`src/assert_macros.svh`:
```
// Assertion macros for the PCX plane decoder.
// Needs i_clk and i_rst_n in the scope that uses them.
`ifndef ASSERT_MACROS_SVH
`define ASSERT_MACROS_SVH

// Property holds in the same cycle.
`define PCXD_ASSERT(lbl, prop) \
    lbl: assert property (@(posedge i_clk) disable iff (!i_rst_n) (prop)) \
        else $error("pcxd assertion failed");

// Antecedent this cycle implies consequent next cycle.
`define PCXD_ASSERT_NEXT(lbl, ante, cons) \
    lbl: assert property (@(posedge i_clk) disable iff (!i_rst_n) (ante) |=> (cons)) \
        else $error("pcxd assertion failed");

`endif

```
`src/pcxd_pkg.sv`:
```
// Shared types and constants for the PCX run-length plane decoder.
// No dependencies.
package pcxd_pkg;

    localparam logic [7:0] RUN_MARK = 8'hC0;
    localparam logic [7:0] RUN_MASK = 8'h3F;

    localparam logic [2:0] REG_PIXEL_MODE     = 3'd0;
    localparam logic [2:0] REG_BYTES_PER_LINE = 3'd1;
    localparam logic [2:0] REG_PLANE_COUNT    = 3'd2;
    localparam logic [2:0] REG_IMAGE_WIDTH    = 3'd3;
    localparam logic [2:0] REG_IMAGE_HEIGHT   = 3'd4;

    localparam logic KIND_PLANAR = 1'b0;
    localparam logic KIND_STORE  = 1'b1;

    // scan-line position
    typedef struct packed {
        logic [15:0] line_cnt;
        logic [2:0]  plane;
        logic [15:0] row;
    } t_pos;

    // one pixel write
    typedef struct packed {
        logic [23:0] addr;
        logic [7:0]  bits;
        logic [2:0]  plane;
        logic        kind;
    } t_pix;

endpackage

```
`src/pcxd_write_unit.sv`:
```
// Shared write unit: one pixel write and the scan-line bookkeeping.
// Depends on pcxd_pkg.
module pcxd_write_unit #(
    parameter int ADDRESS_BITS = 24
) (
    input  logic                    i_mode,
    input  logic [15:0]             i_bpl,
    input  logic [3:0]              i_planes,
    input  logic [15:0]             i_width,
    input  logic [15:0]             i_height,
    input  logic [31:0]             i_limit,
    input  logic [7:0]              i_byte,
    input  logic [ADDRESS_BITS-1:0] i_addr,
    input  logic [ADDRESS_BITS-1:0] i_row_start,
    input  pcxd_pkg::t_pos          i_pos,
    output logic                    o_made,
    output pcxd_pkg::t_pix          o_pix,
    output logic [ADDRESS_BITS-1:0] o_addr_n,
    output logic [ADDRESS_BITS-1:0] o_row_start_n,
    output pcxd_pkg::t_pos          o_pos_n,
    output logic                    o_finish
);
    import pcxd_pkg::*;

    logic [32:0] rem;
    logic        rem_small;
    logic [7:0]  keep;
    logic [3:0]  eff_planes;
    logic [3:0]  plane_inc;
    logic [15:0] line_n;
    logic [15:0] row_n;
    logic [ADDRESS_BITS-1:0] row_start_inc;

    assign rem       = {1'b0, i_limit} - {1'b0, 32'(i_addr)};
    assign o_made    = ({1'b0, 32'(i_addr)} < {1'b0, i_limit});
    assign rem_small = (rem[32:3] == '0);

    always_comb begin
        for (int k = 0; k < 8; k++) begin
            keep[7-k] = !rem_small || (3'(k) < rem[2:0]);
        end
    end

    always_comb begin
        o_pix.addr  = 24'(i_addr);
        o_pix.bits  = (i_mode == KIND_STORE) ? i_byte : (i_byte & keep);
        o_pix.plane = i_pos.plane;
        o_pix.kind  = i_mode;
    end

    assign eff_planes    = (i_planes == 4'd0) ? 4'd1 : ((i_planes > 4'd8) ? 4'd8 : i_planes);
    assign plane_inc     = {1'b0, i_pos.plane} + 4'd1;
    assign line_n        = i_pos.line_cnt + 16'd1;
    assign row_n         = i_pos.row + 16'd1;
    assign row_start_inc = i_row_start + ADDRESS_BITS'(i_width);

    always_comb begin
        o_addr_n      = i_addr + ((i_mode == KIND_STORE) ? ADDRESS_BITS'(1) : ADDRESS_BITS'(8));
        o_row_start_n = i_row_start;
        o_pos_n       = i_pos;
        o_pos_n.line_cnt = line_n;
        o_finish      = 1'b0;
        if (line_n == i_bpl) begin
            o_pos_n.line_cnt = '0;
            if (plane_inc >= eff_planes) begin
                o_pos_n.plane = '0;
                o_row_start_n = row_start_inc;
                o_addr_n      = row_start_inc;
                o_pos_n.row   = row_n;
                o_finish      = (row_n >= i_height);
            end else begin
                o_pos_n.plane = plane_inc[2:0];
                o_addr_n      = i_row_start;
            end
        end
    end

endmodule

```
`src/pcxd_out_stage.sv`:
```
// Output stage: holds one write back until the next or the end of the item.
// Depends on pcxd_pkg.
module pcxd_out_stage (
    input  logic           i_clk,
    input  logic           i_rst_n,
    input  logic           i_push,
    input  pcxd_pkg::t_pix i_pix,
    input  logic           i_flush,
    input  logic           i_done,
    output logic           o_free,
    output logic           o_pend_valid,
    output logic           o_m_tvalid,
    input  logic           i_m_tready,
    output logic [39:0]    o_m_tdata,  // pixel_address[23:0], pixel_bits, plane_index, zero fill
    output logic [1:0]     o_m_tuser,  // write_kind, image_done
    output logic           o_m_tlast
);
    import pcxd_pkg::*;

    logic r_pend_valid, n_pend_valid;
    logic r_out_valid, n_out_valid;
    t_pix r_pend, n_pend;
    t_pix r_out, n_out;
    logic r_last, n_last;
    logic r_done, n_done;

    assign o_free = !r_out_valid || i_m_tready;

    always_comb begin
        n_pend_valid = r_pend_valid;
        n_pend       = r_pend;
        n_out        = r_out;
        n_last       = r_last;
        n_done       = r_done;
        n_out_valid  = r_out_valid && !i_m_tready;
        if (i_push && o_free) begin
            if (r_pend_valid) begin
                n_out       = r_pend;
                n_last      = 1'b0;
                n_done      = 1'b0;
                n_out_valid = 1'b1;
            end
            n_pend       = i_pix;
            n_pend_valid = 1'b1;
        end else if (i_flush && o_free && r_pend_valid) begin
            n_out        = r_pend;
            n_last       = 1'b1;
            n_done       = i_done;
            n_out_valid  = 1'b1;
            n_pend_valid = 1'b0;
        end
    end

    always_ff @(posedge i_clk) begin
        if (!i_rst_n) begin
            r_pend_valid <= 1'b0;
            r_out_valid  <= 1'b0;
        end else begin
            r_pend_valid <= n_pend_valid;
            r_out_valid  <= n_out_valid;
        end
        r_pend <= n_pend;
        r_out  <= n_out;
        r_last <= n_last;
        r_done <= n_done;
    end

    assign o_pend_valid = r_pend_valid;
    assign o_m_tvalid   = r_out_valid;
    assign o_m_tdata    = {5'b0, r_out.plane, r_out.bits, r_out.addr};
    assign o_m_tuser    = {r_done, r_out.kind};
    assign o_m_tlast    = r_last;

endmodule

```
`src/pcx_rle_plane_decoder.sv`:
```
// PCX run-length plane decoder, top level: config, sequencer, write unit, output stage.
// The first write of an item is formed in S_RUN, held in the output stage, and offered
// when the next write or S_FLUSH moves it out. Writes go one per cycle through the shared
// write unit while the output stage is free; a count byte is taken without leaving S_IDLE.
// Reset: synchronous, active low; registers to defaults, decoder state cleared.
// Depends on pcxd_pkg, pcxd_write_unit, pcxd_out_stage, assert_macros.svh.
`include "assert_macros.svh"
module pcx_rle_plane_decoder #(
    parameter int ADDRESS_BITS = 24
) (
    input  logic        i_clk,
    input  logic        i_rst_n,
    input  logic        i_cfg_we,
    input  logic [2:0]  i_cfg_idx,
    input  logic [15:0] i_cfg_data,
    input  logic        i_s_tvalid,
    output logic        o_s_tready,
    input  logic [7:0]  i_s_tdata,   // coded_byte
    input  logic        i_s_tuser,   // start_image
    output logic        o_m_tvalid,
    input  logic        i_m_tready,
    output logic [39:0] o_m_tdata,   // pixel_address[23:0], pixel_bits, plane_index, zero fill
    output logic [1:0]  o_m_tuser,   // write_kind, image_done
    output logic        o_m_tlast    // last_of_run
);
    import pcxd_pkg::*;

    typedef enum logic [2:0] {
        S_IDLE  = 3'b001,
        S_RUN   = 3'b010,
        S_FLUSH = 3'b100
    } t_state;

    t_state r_state, n_state;

    logic        r_mode;
    logic [15:0] r_bpl;
    logic [3:0]  r_planes;
    logic [15:0] r_width;
    logic [15:0] r_height;
    logic [31:0] r_limit;

    logic        r_run_pending, n_run_pending;
    logic [5:0]  r_repeat, n_repeat;
    logic [5:0]  r_cnt, n_cnt;
    logic [7:0]  r_byte, n_byte;
    t_pos        r_pos, n_pos;
    logic [ADDRESS_BITS-1:0] r_addr, n_addr;
    logic [ADDRESS_BITS-1:0] r_row_start, n_row_start;
    logic        r_finished, n_finished;

    logic        accept;
    logic        out_free;
    logic        pend_valid;
    logic        wr_made;
    t_pix        wr_pix;
    logic [ADDRESS_BITS-1:0] wr_addr_n;
    logic [ADDRESS_BITS-1:0] wr_row_start_n;
    t_pos        wr_pos_n;
    logic        wr_finish;
    logic        push;
    logic        flush;

    logic        e_pending;
    logic [5:0]  e_repeat;
    logic        e_finished;

    assign o_s_tready = (r_state == S_IDLE);
    assign accept     = i_s_tvalid && o_s_tready;

    // configuration registers
    always_ff @(posedge i_clk) begin
        if (!i_rst_n) begin
            r_mode   <= 1'b0;
            r_bpl    <= 16'd1;
            r_planes <= 4'd1;
            r_width  <= 16'd1;
            r_height <= 16'd1;
        end else if (i_cfg_we) begin
            unique case (i_cfg_idx)
                REG_PIXEL_MODE:     r_mode   <= i_cfg_data[0];
                REG_BYTES_PER_LINE: r_bpl    <= i_cfg_data;
                REG_PLANE_COUNT:    r_planes <= i_cfg_data[3:0];
                REG_IMAGE_WIDTH:    r_width  <= i_cfg_data;
                REG_IMAGE_HEIGHT:   r_height <= i_cfg_data;
                default: ;
            endcase
        end
    end

    always_ff @(posedge i_clk) begin
        r_limit <= 32'(r_width) * 32'(r_height);
    end

    pcxd_write_unit #(.ADDRESS_BITS(ADDRESS_BITS)) u_write (
        .i_mode        (r_mode),
        .i_bpl         (r_bpl),
        .i_planes      (r_planes),
        .i_width       (r_width),
        .i_height      (r_height),
        .i_limit       (r_limit),
        .i_byte        (r_byte),
        .i_addr        (r_addr),
        .i_row_start   (r_row_start),
        .i_pos         (r_pos),
        .o_made        (wr_made),
        .o_pix         (wr_pix),
        .o_addr_n      (wr_addr_n),
        .o_row_start_n (wr_row_start_n),
        .o_pos_n       (wr_pos_n),
        .o_finish      (wr_finish)
    );

    assign push  = (r_state == S_RUN) && out_free && wr_made;
    assign flush = (r_state == S_FLUSH);

    pcxd_out_stage u_out (
        .i_clk        (i_clk),
        .i_rst_n      (i_rst_n),
        .i_push       (push),
        .i_pix        (wr_pix),
        .i_flush      (flush),
        .i_done       (r_finished),
        .o_free       (out_free),
        .o_pend_valid (pend_valid),
        .o_m_tvalid   (o_m_tvalid),
        .i_m_tready   (i_m_tready),
        .o_m_tdata    (o_m_tdata),
        .o_m_tuser    (o_m_tuser),
        .o_m_tlast    (o_m_tlast)
    );

    assign e_pending  = i_s_tuser ? 1'b0 : r_run_pending;
    assign e_repeat   = i_s_tuser ? 6'd0 : r_repeat;
    assign e_finished = i_s_tuser ? 1'b0 : r_finished;

    always_comb begin
        n_state       = r_state;
        n_run_pending = r_run_pending;
        n_repeat      = r_repeat;
        n_cnt         = r_cnt;
        n_byte        = r_byte;
        n_pos         = r_pos;
        n_addr        = r_addr;
        n_row_start   = r_row_start;
        n_finished    = r_finished;
        unique case (r_state)
            S_IDLE: begin
                if (accept) begin
                    if (i_s_tuser) begin
                        n_run_pending = 1'b0;
                        n_repeat      = '0;
                        n_pos         = '0;
                        n_addr        = '0;
                        n_row_start   = '0;
                        n_finished    = 1'b0;
                    end
                    if (!e_finished) begin
                        if (e_pending) begin
                            n_run_pending = 1'b0;
                            n_repeat      = '0;
                            if (e_repeat != 6'd0) begin
                                n_cnt   = e_repeat;
                                n_byte  = i_s_tdata;
                                n_state = S_RUN;
                            end
                        end else if ((i_s_tdata & RUN_MARK) == RUN_MARK) begin
                            n_run_pending = 1'b1;
                            n_repeat      = 6'(i_s_tdata & RUN_MASK);
                        end else begin
                            n_cnt   = 6'd1;
                            n_byte  = i_s_tdata;
                            n_state = S_RUN;
                        end
                    end
                end
            end
            S_RUN: begin
                if (out_free) begin
                    n_addr      = wr_addr_n;
                    n_row_start = wr_row_start_n;
                    n_pos       = wr_pos_n;
                    n_finished  = wr_finish;
                    n_cnt       = r_cnt - 6'd1;
                    if (r_cnt == 6'd1 || wr_finish) begin
                        n_state = S_FLUSH;
                    end
                end
            end
            S_FLUSH: begin
                if (!pend_valid || out_free) begin
                    n_state = S_IDLE;
                end
            end
            default: n_state = S_IDLE;
        endcase
    end

    always_ff @(posedge i_clk) begin
        if (!i_rst_n) begin
            r_state       <= S_IDLE;
            r_run_pending <= 1'b0;
            r_repeat      <= '0;
            r_cnt         <= '0;
            r_pos         <= '0;
            r_addr        <= '0;
            r_row_start   <= '0;
            r_finished    <= 1'b0;
        end else begin
            r_state       <= n_state;
            r_run_pending <= n_run_pending;
            r_repeat      <= n_repeat;
            r_cnt         <= n_cnt;
            r_pos         <= n_pos;
            r_addr        <= n_addr;
            r_row_start   <= n_row_start;
            r_finished    <= n_finished;
        end
        r_byte <= n_byte;
    end

    `PCXD_ASSERT(a_run_not_finished, (r_state != S_RUN) || !r_finished)
    `PCXD_ASSERT(a_run_cnt_nonzero, (r_state != S_RUN) || (r_cnt != 6'd0))
    `PCXD_ASSERT(a_idle_no_pending, (r_state != S_IDLE) || !pend_valid)
    `PCXD_ASSERT(a_done_on_last, !(o_m_tvalid && o_m_tuser[1]) || o_m_tlast)
    `PCXD_ASSERT_NEXT(a_flush_to_idle, (r_state == S_FLUSH) && out_free, r_state == S_IDLE)

endmodule

```
`config.mk`:
```
export PLATFORM = sky130hd
export DESIGN_NAME = pcx_rle_plane_decoder
export DESIGN_NICKNAME = d
export VERILOG_FILES = /design/src/pcxd_pkg.sv /design/src/pcxd_write_unit.sv /design/src/pcxd_out_stage.sv /design/src/pcx_rle_plane_decoder.sv
export VERILOG_INCLUDE_DIRS = /design/src /design/src/src
export SDC_FILE = /design/constraint.sdc
export NUM_CORES = 1
export LEC_CHECK = 0
export BUFFER_PORTS_ARGS = -buffer_cell sky130_fd_sc_hd__buf_2
export CORE_ASPECT_RATIO = 1.1
export CORE_MARGIN = 4
export CORE_UTILIZATION = 55
export DETAILED_ROUTE_END_ITERATION = 7
export GPL_TIMING_DRIVEN = 0
export HOLD_SLACK_MARGIN = 0.06
export PLACE_DENSITY_LB_ADDON = 0.08
export SLEW_MARGIN = 0
export SYNTH_ARGS = -nofsm -noshare
export SYNTH_HDL_FRONTEND = slang
export SYNTH_HIERARCHICAL = 1
export SYNTH_SLANG_ARGS = --single-unit
```
`constraint.sdc`:
```
create_clock -name i_clk -period 7.58 [get_ports i_clk]
set_input_delay 1.516 -clock i_clk [delete_from_list [all_inputs] [get_ports i_clk]]
set_output_delay 1.516 -clock i_clk [all_outputs]
set_load 0.03 [all_outputs]
```
* Word-level counts from Yosys, hierarchy flattened
Cells that the tools add are included.
Word-level totals: register bits after elaboration 269, input bits 33, word-level logic and storage cells 182, output and inout port bits 45
Cells by class: bitwise operators 2, $mul 1, magnitude comparators 12, equality and inequality tests 23, reduce and logical (&&, ||, !) cells 42, add/sub/neg operators 7, muxes and demuxes 66
Operators by type and width (count):
- $mux W24 | 7
- $mux W35 | 4
- $mux W36 | 3
- $pmux W24 S2 | 2
- $pmux W35 S2 | 1
- $mux W6 | 10
- $sub A32 B24 Y33 | 1
- $add A16 B1 Y16 const B | 2
- $lt A24 B32 Y1 | 1
- $mul A16 B16 Y32 | 1
- $mux W8 | 4
- $logic_not A30 Y1 | 1
- $mux W3 | 9
- $add A24 B16 Y24 | 1
- $add A24 B24 Y24 | 1
- $mux W1 | 19
- $eq A16 B16 Y1 | 1
- $ge A16 B16 Y1 | 1
- $mux W16 | 1
- $ne A2 B1 Y1 const B | 7
- $reduce_and A2 Y1 | 7
- $lt A3 B3 Y1 const A | 4
- $mux W4 | 3
- $pmux W6 S2 | 1
- other kinds (30) | 61

* Longest topological paths before layout
Gate-level depths: netlist (run 1).
word-level depth 10, mapped depth 22, depth with buffers taken out 20

* Hierarchy
Netlist (run 1), hierarchy kept.
By module, submodules not included:
- pcx_rle_plane_decoder | times used 1, cells each 1708, area each 15557.4 µm², sequential area each 3943.8 µm²
- pcxd_write_unit | times used 1, cells each 898, area each 5845.6 µm², sequential area each 0.0 µm²
- pcxd_out_stage | times used 1, cells each 92, area each 2379.8 µm², sequential area each 2262.2 µm²

* Worst setup path after synthesis (run 1)
Ideal clock, no wire load.
path type register to register, start register r_height[9], end register r_limit[25], stages on the path, launching flop included 22, required time 7455 ps, data arrival time 5749 ps, setup slack 1706 ps, path buffers 3, setup time 125 ps, clock period less this slack 5874 ps, path through dfxtp_1 -> clkbuf_1 -> clkbuf_1 -> nand2_1 -> fa_1 -> inv_1 -> fa_1 -> inv_1 -> fa_1 -> inv_1 -> fa_1 -> fa_1 -> inv_1 -> fa_1 -> inv_1 -> ha_1 -> clkbuf_1 -> nand4_1 -> or4b_1 -> a211oi_2 -> o21ai_1 -> xnor2_1
On the way: word-level cells in the longest chain between the ends 1
Ends and longest elaborated chain:
- start: declaration | RTL line pcx_rle_plane_decoder.sv:40 | logic [15:0] r_height;
- start signal: assignment | RTL line pcx_rle_plane_decoder.sv:85 | REG_IMAGE_HEIGHT: r_height <= i_cfg_data;
- $mul A16 B16 Y32 | RTL line pcx_rle_plane_decoder.sv:92 | r_limit <= 32'(r_width) * 32'(r_height);
- end signal: assignment | RTL line pcx_rle_plane_decoder.sv:92
- end: declaration | RTL line pcx_rle_plane_decoder.sv:41 | logic [31:0] r_limit;
No other way between the ends. A chain may end at the register's enable or synchronous reset.

* Worst setup path in the final report (run 1)
start register r_width[0], end register r_limit[30]
On the way: word-level cells in the longest chain between the ends 1
Ends and longest elaborated chain:
- start: declaration | RTL line pcx_rle_plane_decoder.sv:39 | logic [15:0] r_width;
- start signal: assignment | RTL line pcx_rle_plane_decoder.sv:84 | REG_IMAGE_WIDTH: r_width <= i_cfg_data;
- $mul A16 B16 Y32 | RTL line pcx_rle_plane_decoder.sv:92
No other way between the ends.

==> results of run 1 <==
==> path summary, 6_finish.rpt <==
kind / to / slack (ns) / cells after the start
max: r_limit[30]$_DFF_P_ / 0.54 / 18
min: u_out/o_m_tdata[16]$_DFFE_PP_ / 0.42 / 0
max reg2reg: r_limit[30]$_DFF_P_ / 0.54 / 18
min reg2reg: u_out/o_m_tdata[16]$_DFFE_PP_ / 0.42 / 0
==> kinds of logic after synthesis <==
kind of cell | Yosys count | synth area share, %
buf+inv | 470 | 8.30
compound gates | 473 | 13.8
mux | 22 | 0.963
fa+ha+maj | 368 | 25.5
other cells | 1 | 0.0158
flops | 269 | 26.1
xor+xnor | 144 | 5.39
simple gates | 951 | 19.9
==> layout by cell type, fill, tap and decap left out, types with 6 or more instances in the layout <==
master,count
buf_4,39
dfxtp_1,187
o41a_1,8
mux2i_1,15
ha_1,172
nand2_1,362
o211a_1,6
and3_1,30
o211ai_1,10
a21oi_1,93
clkbuf_16,30
edfxtp_1,82
o21ai_0,67
buf_2,93
or3_1,11
nand3_1,67
and2_1,137
inv_1,309
xnor2_1,78
xor2_1,64
nor2b_1,107
nor3_1,23
a21boi_0,36
clkbuf_1,95
nor4_1,9
nand4_1,23
fa_1,196
mux2_2,7
a211oi_1,15
a22oi_1,91
o21a_1,15
a21o_1,25
nor2_1,136
o21ai_1,9
nand2b_1,7
a31oi_1,12
a21boi_1,22
==> worst max-delay path: cells and delay by family (launching register included) <==
family | cells | cell delay (ns)
buf+inv | 5 | 0.82
simple gates | 1 | 0.16
compound gates | 5 | 1.47
fa+ha+maj | 7 | 3.72
flops | 1 | 0.69
==> sequential cells by signal, indices dropped and copies added, names as in the netlist, 6 cells and up <==
signal,cells
r_bpl,16
r_cnt,6
u_out/r_pend,36
r_limit,32
r_row_start,24
r_pos,35
r_byte,8
r_addr,24
r_repeat,6
u_out/o_m_tdata,35
r_width,16
r_height,16
==> layer usage <==
metal	wire (µm)	vias to the layer above	part of all wire, %	track usage, %
li1	-	9168	-	-
met5	0	-	0	0
met1	28400	9353	42	38.4
met2	31100	694	46	47.1
met3	4580	158	6.8	4.51
met4	3210	0	4.8	11.6
==> cell type report <==
| cell class | count | area, µm² |
|---|---|---|
| multi-input cells | 1963 | 15600 |
| fillers | 3806 | 16500 |
| repair buffers | 73 | 380 |
| clock inverters | 25 | 309 |
| flip-flops and latches | 269 | 6210 |
| plain buffers | 160 | 811 |
| inverters | 310 | 1160 |
| clock buffers | 31 | 754 |
| well taps | 567 | 709 |
==> power by group <==
part / internal, mW / switching (mW) / leakage, nW
sequential: 1.50 / 0.0287 / 2.37
clock: 0.907 / 0.626 / 0.500
combinational: 0.216 / 0.403 / 8.58
==> through the flow <==
stage	worst slack (ns)	instance area [µm²]	hold slack (ns)	cells	utilization, %
3_5_place_dp	0.715	24900	0.405	3342	58.6
5_1_grt	0.355	26000	0.424	3398	61.1
4_1_cts	0.600	26000	0.419	3398	61.1
3_3_place_gp	0.789	24900	0.401	3341	58.5
6_report	0.538	26000	0.418	3398	61.1
2_1_floorplan	1.71	23800	0.400	2702	-
==> run_results.csv, run 1 <==
group,metric,value,unit
logic_synthesis,synth_warnings,6,
drt,wl,67300,µm
clock_network,clkLatencyLatePin,0.59,ns
worst_setup_path,worstSetupStartpoint,"r_width[0]$_SDFFE_PN1P_",
logic_synthesis,yosysTopAreaCell,"fa_1",
worst_setup_path,start_kind,"register",
logic_synthesis,synth.top_cells.by_count,"nand2_1 (362), inv_1 (309), fa_1 (196), dfxtp_1 (187), ha_1 (172)",
sta,rsz0062_at_grt,"no",
sta,finalHoldViolations,0,
die,pin_count,78,
clock_network,ctsResizeCount,0,
die,start_util,56.0,%
power_and_ir_drop,p_per_area,142,mW/mm²
logic_synthesis,yosysSeqAreaShare,26.1,%
sta,fin_crit,7.04,ns
grt,grt-ovfl-total,0,
worst_setup_path,crit_path_frequent_cell,"fa_1",
die,dieWidth,206,µm
min_path,hold_start,"u_out/r_pend[28]$_DFFE_PP_",
worst_setup_path,cp_cell_sequence,"clkbuf_1, nand2_1, fa_1, fa_1, inv_1, fa_1, fa_1, fa_1, inv_1, fa_1, inv_1, ha_1, a21oi_1, o21ai_0, a211oi_1, inv_1, o2111a_1, a311oi_1",
job,cap_violations,0,
worst_setup_path,worst_path_largest_cell_delay,0.69,ns
placement,port_buffers,72,
worst_setup_path,worstPathRequired,8.02,ns
sta,clock.fmax,142,MHz
clock_network,path_clk_slew,0.06,ns
logic_synthesis,synth_flop_cell,"dfxtp_1",
sta,tns,0,ns
logic_synthesis,syn_avg_cell_area,8.81,µm²
drt,drc_errors,0,
grt,first_global_vias,19500,
drt,first_iter_violations,1277,
logic_synthesis,async_flop_share,0,%
die,rows,79,
sta,finalCritPeriodShare,92.9,%
sta,setup_violations,0,
logic_synthesis,syn_inst,2698,
logic_synthesis,synth_most_common_cell,"nand2_1",
clock_network,cts_hold_buf,0,
finish,layout-drive-gt1-share,7.88,%
logic_synthesis,synthDistinctLibCells,95,
worst_setup_path,reg2reg_from,"r_width[0]$_SDFFE_PN1P_",
sta,fin_skew,0.0369,ns
worst_setup_path,path_class,"register to register",
grt,grt_start_max_net_pins,38,
logic_synthesis,netlist_area,0.0238,mm²
grt,antenna_found_initial,1,
clock_network,cts_tree,"yes",
clock_network,cts_buffers,30,
die,die_area,0.0466,mm²
sta,slew_headroom,33.7,%
worst_setup_path,crit_arrival,7.48,ns
min_path,hold_class,"register to register",
logic_synthesis,synthTopCellsByArea,"fa_1 (16%), dfxtp_1 (16%), edfxtp_1 (10%)",
worst_setup_path,crit_slowest_cell,"dfxtp_1",
die,die_h,226,µm
drt,vias,19400,
finish,syn_to_final_growth,9.15,%
clock_network,cts_setup_buffers,0,
clock_network,cts-root-buf,"clkbuf_16",
drt,antenna_left,0,
finish,fin_nets,3208,
die,core,0.0425,mm²
clock_network,htree_levels,1,
finish,num_antenna_cells,0,
clock_network,clock_sinks,269,
sta,worstMarginPinSlew,0.989,ns
worst_setup_path,crit_path_end_kind,"register",
placement,routabilityCongestion,0.956,
placement,place_hpwl,52900,µm
drt,wire_per_inst,19.8,µm
clock_network,cts_buffer_depth,3,
outcome,status,"finished clean",
drt,first_pass_iters,5,
sta,slew_viol_final,0,
power_and_ir_drop,p_total,3.68,mW
logic_synthesis,synth_top_area_share,16.5,%
worst_setup_path,path_max_fanout,10,
grt,grt_pass1_wl,105000,µm
power_and_ir_drop,leakage,11.4,nW
grt,grt.total_usage,28.8,%
logic_synthesis,synth_edf_count,82,
drt,viasPerCell,5.70,
power_and_ir_drop,ir_drop,0.187,mV
logic_synthesis,synth-seq-cells,269,
Power figures use the tool's default switching activity.
==> run 2, diff against run 1 <==
- CTS_BUF_LIST: unset -> sky130_fd_sc_hd__clkbuf_4 sky130_fd_sc_hd__clkbuf_8 sky130_fd_sc_hd__clkbuf_16
==> run 2 against run 1 <==
Clock power barely moved. Combinational power barely moved. Flip-flop and latch count did not move. Die area did not move. Sequential power barely moved. Utilization barely moved. Total power barely moved. Wire length rose by 0.17%. Critical endpoint unchanged. Largest power group is now the clock network.
==> run_results.csv, run 2 (same netlist as run 1, synthesis figures left out) <==
group,metric,value,unit
outcome,status,"finished clean",
clock_network,htree_levels,1,
sta,slew_headroom,33.7,%
worst_setup_path,worstPathRequired,8.02,ns
clock_network,cts_tree,"yes",
drt,first_iter_violations,1297,
die,core,0.0425,mm²
min_path,hold_class,"register to register",
finish,syn_to_final_growth,9.16,%
sta,fin_skew,0.0351,ns
sta,tns,0,ns
die,die_area,0.0466,mm²
worst_setup_path,path_max_fanout,10,
sta,timing.hold.ws,0.418,ns
sta,clock.fmax,141,MHz
worst_setup_path,crit_arrival,7.51,ns
clock_network,cts_buffers,30,
die,start_util,56.0,%
finish,num_antenna_cells,0,
clock_network,ctsResizeCount,0,
drt,viasPerCell,5.71,
finish,layout-drive-gt1-share,7.91,%
finish,multi_input_comb_area,0.0156,mm²
finish,largest_register_ff_count,36,
drt,first_pass_iters,5,
finish,fin_nets,3208,
worst_setup_path,cp_cell_sequence,"clkbuf_1, nand2_1, fa_1, fa_1, inv_1, fa_1, fa_1, fa_1, inv_1, fa_1, inv_1, ha_1, a21oi_1, o21ai_0, a211oi_1, inv_1, o2111a_1, a311oi_1",
clock_network,cts_hold_buf,0,
die,dieWidth,206,µm
grt,grt.total_usage,28.8,%
power_and_ir_drop,ir_drop,0.187,mV
sta,finalCritPeriodShare,93.3,%
power_and_ir_drop,p_per_area,142,mW/mm²
clock_network,cts_setup_buffers,0,
die,rows,79,
placement,routabilityCongestion,0.956,
sta,fin_crit,7.07,ns
job,cap_violations,0,
grt,antenna_found_initial,1,
finish,regArea,0.00621,mm²
sta,setup_violations,0,
finish,fillers,3805,
drt,vias,19400,
finish,mostFrequentLayoutCells,"nand2_1 (362), inv_1 (309), fa_1 (196)",
finish,final_common_cell,"nand2_1",
clock_network,path_clk_slew,0.06,ns
drt,wl,67400,µm
die,pin_count,78,
sta,worstMarginPinSlew,0.989,ns
finish,final_util,61.1,%
worst_setup_path,start_kind,"register",
placement,port_buffers,72,
clock_network,clkLatencyLatePin,0.59,ns
drt,wire_per_inst,19.8,µm
placement,place_hpwl,52900,µm
grt,first_global_vias,19500,
clock_network,cts-root-buf,"clkbuf_16",
worst_setup_path,worst_path_largest_cell_delay,0.69,ns
grt,grt_pass1_wl,105000,µm
finish,largest-register,"u_out/r_pend",
grt,grt_start_max_net_pins,38,
clock_network,cts_buffer_depth,3,
worst_setup_path,crit_path_frequent_cell,"fa_1",
sta,rsz0062_at_grt,"no",
worst_setup_path,path_class,"register to register",
sta,finalHoldViolations,0,
grt,grt-ovfl-total,0,
power_and_ir_drop,leakage,11.4,nW
worst_setup_path,crit_slowest_cell,"dfxtp_1",
drt,drc_errors,0,
drt,antenna_left,0,
clock_network,clock_sinks,269,
worst_setup_path,crit_path_end_kind,"register",
die,die_h,226,µm
sta,slew_viol_final,0,
[run 2: cell counts in the layout (fill, tap and decap cells not counted)]
No cell type changed its count.
[run 2: per-layer routing]
metal | up-vias | global-route usage, % | share of wire, %
li1 | 9175 | - | -
met1 | 9354 | 38.4 | 42
met2 | 698 | 47.1 | 46
met3 | 162 | 4.51 | 6.7
met4 | 0 | 11.6 | 4.8
met5 | - | 0 | 0
[run 2: final timing paths]
path	start	end	slack [ns]	cells after the start
worst max-delay path	r_width[0]$_SDFFE_PN1P_	r_limit[30]$_DFF_P_	0.51	18
worst min-delay path	u_out/r_pend[28]$_DFFE_PP_	u_out/o_m_tdata[16]$_DFFE_PP_	0.42	0
worst max register to register	r_width[0]$_SDFFE_PN1P_	r_limit[30]$_DFF_P_	0.51	18
worst min register to register	u_out/r_pend[28]$_DFFE_PP_	u_out/o_m_tdata[16]$_DFFE_PP_	0.42	0
[run 2: area by class of cell]
class                      count  share of cell area (%)
multi-input combinational   1963                    60.2
clock inverter                25                    1.19
timing repair buffer          73                    1.47
clock buffer                  31                    2.92
tap                          567                    2.73
buffer                       160                    3.12
sequential                   269                    23.9
inverter                     310                    4.48
[run 2: stage by stage]
stage / cell area, µm² / power (mW) / setup WS, ns / instances
after detailed placement: 24900 / 2.17 / 0.715 / 3342
final: 26000 / 3.68 / 0.505 / 3398
after global routing: 26000 / 3.82 / 0.355 / 3398
after floorplan: 23800 / 1.96 / 1.71 / 2702
after CTS: 26000 / 3.71 / 0.600 / 3398
after global placement: 24900 / 2.16 / 0.789 / 3341
[run 2: report_power, final]
group | internal (mW) | switching, mW | leakage (nW)
logic | 0.216 | 0.404 | 8.58
registers | 1.50 | 0.0288 | 2.37
clock network | 0.911 | 0.625 | 0.503
[run 2: critical path, delay by kind of cell (launching register included)]
kind / cells / cell delay, ns
buffers and inverters: 5 / 0.86
flip-flops: 1 / 0.69
AO/OA/AOI/OAI: 5 / 1.48
AND/OR/NAND/NOR: 1 / 0.17
adder cells (fa/ha/maj): 7 / 3.73
==> run 3, diff against run 2 <==
==> constraint.sdc (replaced) <==
create_clock -name i_clk -period 7.58 [get_ports i_clk]
set_input_delay 0 -clock i_clk [delete_from_list [all_inputs] [get_ports i_clk]]
set_output_delay 0 -clock i_clk [all_outputs]
set_load 0.03 [all_outputs]
==> run 3 against run 2 <==
Setup slack got worse by 0.0011 ns. Clock-buffer cell count did not move. Largest power group unchanged. Total power rose by 0.47%. Combinational power rose by 3%. Wire length rose by 1.1%. First-iteration DRC count rose by 4.1%. Non-clock buffer count rose by 42. Global-route usage rose by 0.39 points. Sequential share of layout area fell by 0.38 points.
==> run_results.csv, run 3 (same netlist as run 1, synthesis figures left out) <==
group,metric,value,unit
outcome,status,"finished clean",
finish,final_common_cell,"nand2_1",
sta,slew_headroom,33.5,%
die,die_area,0.0466,mm²
power_and_ir_drop,leakage,11.6,nW
finish,final_util,62.1,%
finish,fillers,3751,
worst_setup_path,start_kind,"register",
grt,grt_start_max_net_pins,38,
clock_network,clkLatencyLatePin,0.59,ns
worst_setup_path,worstPathRequired,8.02,ns
sta,rsz0062_at_grt,"no",
placement,port_buffers,72,
finish,num_antenna_cells,0,
die,core,0.0425,mm²
clock_network,htree_levels,1,
finish,syn_to_final_growth,10.9,%
min_path,hold_class,"input pin to register",
die,rows,79,
drt,vias,19600,
finish,fin_nets,3250,
die,dieWidth,206,µm
grt,antenna_found_initial,0,
die,die_h,226,µm
worst_setup_path,path_class,"register to register",
sta,fin_skew,0.0375,ns
grt,grt.total_usage,29.2,%
sta,worstMarginPinSlew,0.991,ns
power_and_ir_drop,ir_drop,0.188,mV
placement,place_hpwl,52900,µm
power_and_ir_drop,p_per_area,140,mW/mm²
job,cap_violations,0,
worst_setup_path,path_max_fanout,10,
worst_setup_path,crit_path_end_kind,"register",
drt,wire_per_inst,19.8,µm
clock_network,cts-root-buf,"clkbuf_16",
finish,largest_register_ff_count,36,
finish,largest-register,"u_out/r_pend",
clock_network,path_clk_slew,0.06,ns
sta,setup_violations,0,
placement,routabilityCongestion,0.956,
sta,fin_crit,7.08,ns
grt,grt_pass1_wl,107000,µm
clock_network,clock_sinks,269,
clock_network,cts_buffer_depth,3,
worst_setup_path,crit_arrival,7.52,ns
drt,wl,68200,µm
power_and_ir_drop,p_total,3.70,mW
die,pin_count,78,
sta,tns,0,ns
finish,mostFrequentLayoutCells,"nand2_1 (362), inv_1 (309), fa_1 (196)",
finish,layout-drive-gt1-share,7.80,%
die,start_util,56.0,%
grt,grt-ovfl-total,0,
drt,antenna_left,0,
sta,finalHoldViolations,0,
sta,clock.fmax,141,MHz
drt,first_iter_violations,1350,
drt,drc_errors,0,
sta,slew_viol_final,0,
grt,first_global_vias,19700,
clock_network,cts_buffers,30,
sta,timing.hold.ws,0.153,ns
drt,viasPerCell,5.71,
clock_network,cts_tree,"yes",
sta,finalCritPeriodShare,93.3,%
drt,first_pass_iters,5,
-- run 3: per-layer routing --
layer  up-vias  global-route usage [%]  wire length (µm)
li1       9259                       -                 -
met1      9482                    38.7             28400
met2       721                    47.9             31700
met3       168                    4.62              4750
met4         0                    11.9              3260
met5         -                       0                 0
-- run 3: final timing paths --
check        cells past startpoint                       start                       endpoint  slack (ns)
min                              2                i_s_tdata[4]            r_byte[4]$_DFFE_PP_        0.15
min reg2reg                      0  u_out/r_pend[28]$_DFFE_PP_  u_out/o_m_tdata[16]$_DFFE_PP_        0.42
max reg2reg                     18     r_width[0]$_SDFFE_PN1P_            r_limit[30]$_DFF_P_        0.50
max                             18     r_width[0]$_SDFFE_PN1P_            r_limit[30]$_DFF_P_        0.50
-- run 3: per-stage QoR --
step	cells	setup slack (ns)	cell area, µm²
floorplan	2702	1.71	23800
global placement	3341	0.789	24900
detailed placement	3342	0.715	24900
CTS	3440	0.600	26400
global route	3440	0.355	26400
finish	3440	0.504	26400
-- run 3: critical path: stages, from the launching register on --
cell	delay, ns
dfxtp_1	0.71
clkbuf_1	0.51
nand2_1	0.17
fa_1	0.57
fa_1	0.57
inv_1	0.08
fa_1	0.51
fa_1	0.54
fa_1	0.55
inv_1	0.06
fa_1	0.59
inv_1	0.06
ha_1	0.40
a21oi_1	0.30
o21ai_0	0.17
a211oi_1	0.42
inv_1	0.14
o2111a_1	0.28
a311oi_1	0.29
-- run 3: cell type report --
class                   instances  area [µm²]  share of cell area, %
multi-input cells            1963       15600                   59.2
flip-flops and latches        269        6210                   23.5
inverters                     310        1160                   4.41
plain buffers                 160         811                   3.07
repair buffers                115         801                   3.04
clock buffers                  31         758                   2.87
well taps                     567         709                   2.69
clock inverters                25         309                   1.17
-- run 3: where the power goes --
group / leakage [nW] / switching, mW / total (mW) / internal (mW)
registers: 2.37 / 0.0290 / 1.53 / 1.50
clock network: 0.503 / 0.625 / 1.54 / 0.911
logic: 8.76 / 0.408 / 0.637 / 0.229
total: 11.6 / 1.06 / 3.70 / 2.64
-- run 3: repair_timing --
action                    CTS  global route
hold endpoints to repair   89             0
gates resized for setup     0             0
buffers inserted            0             0
hold buffers               42             0
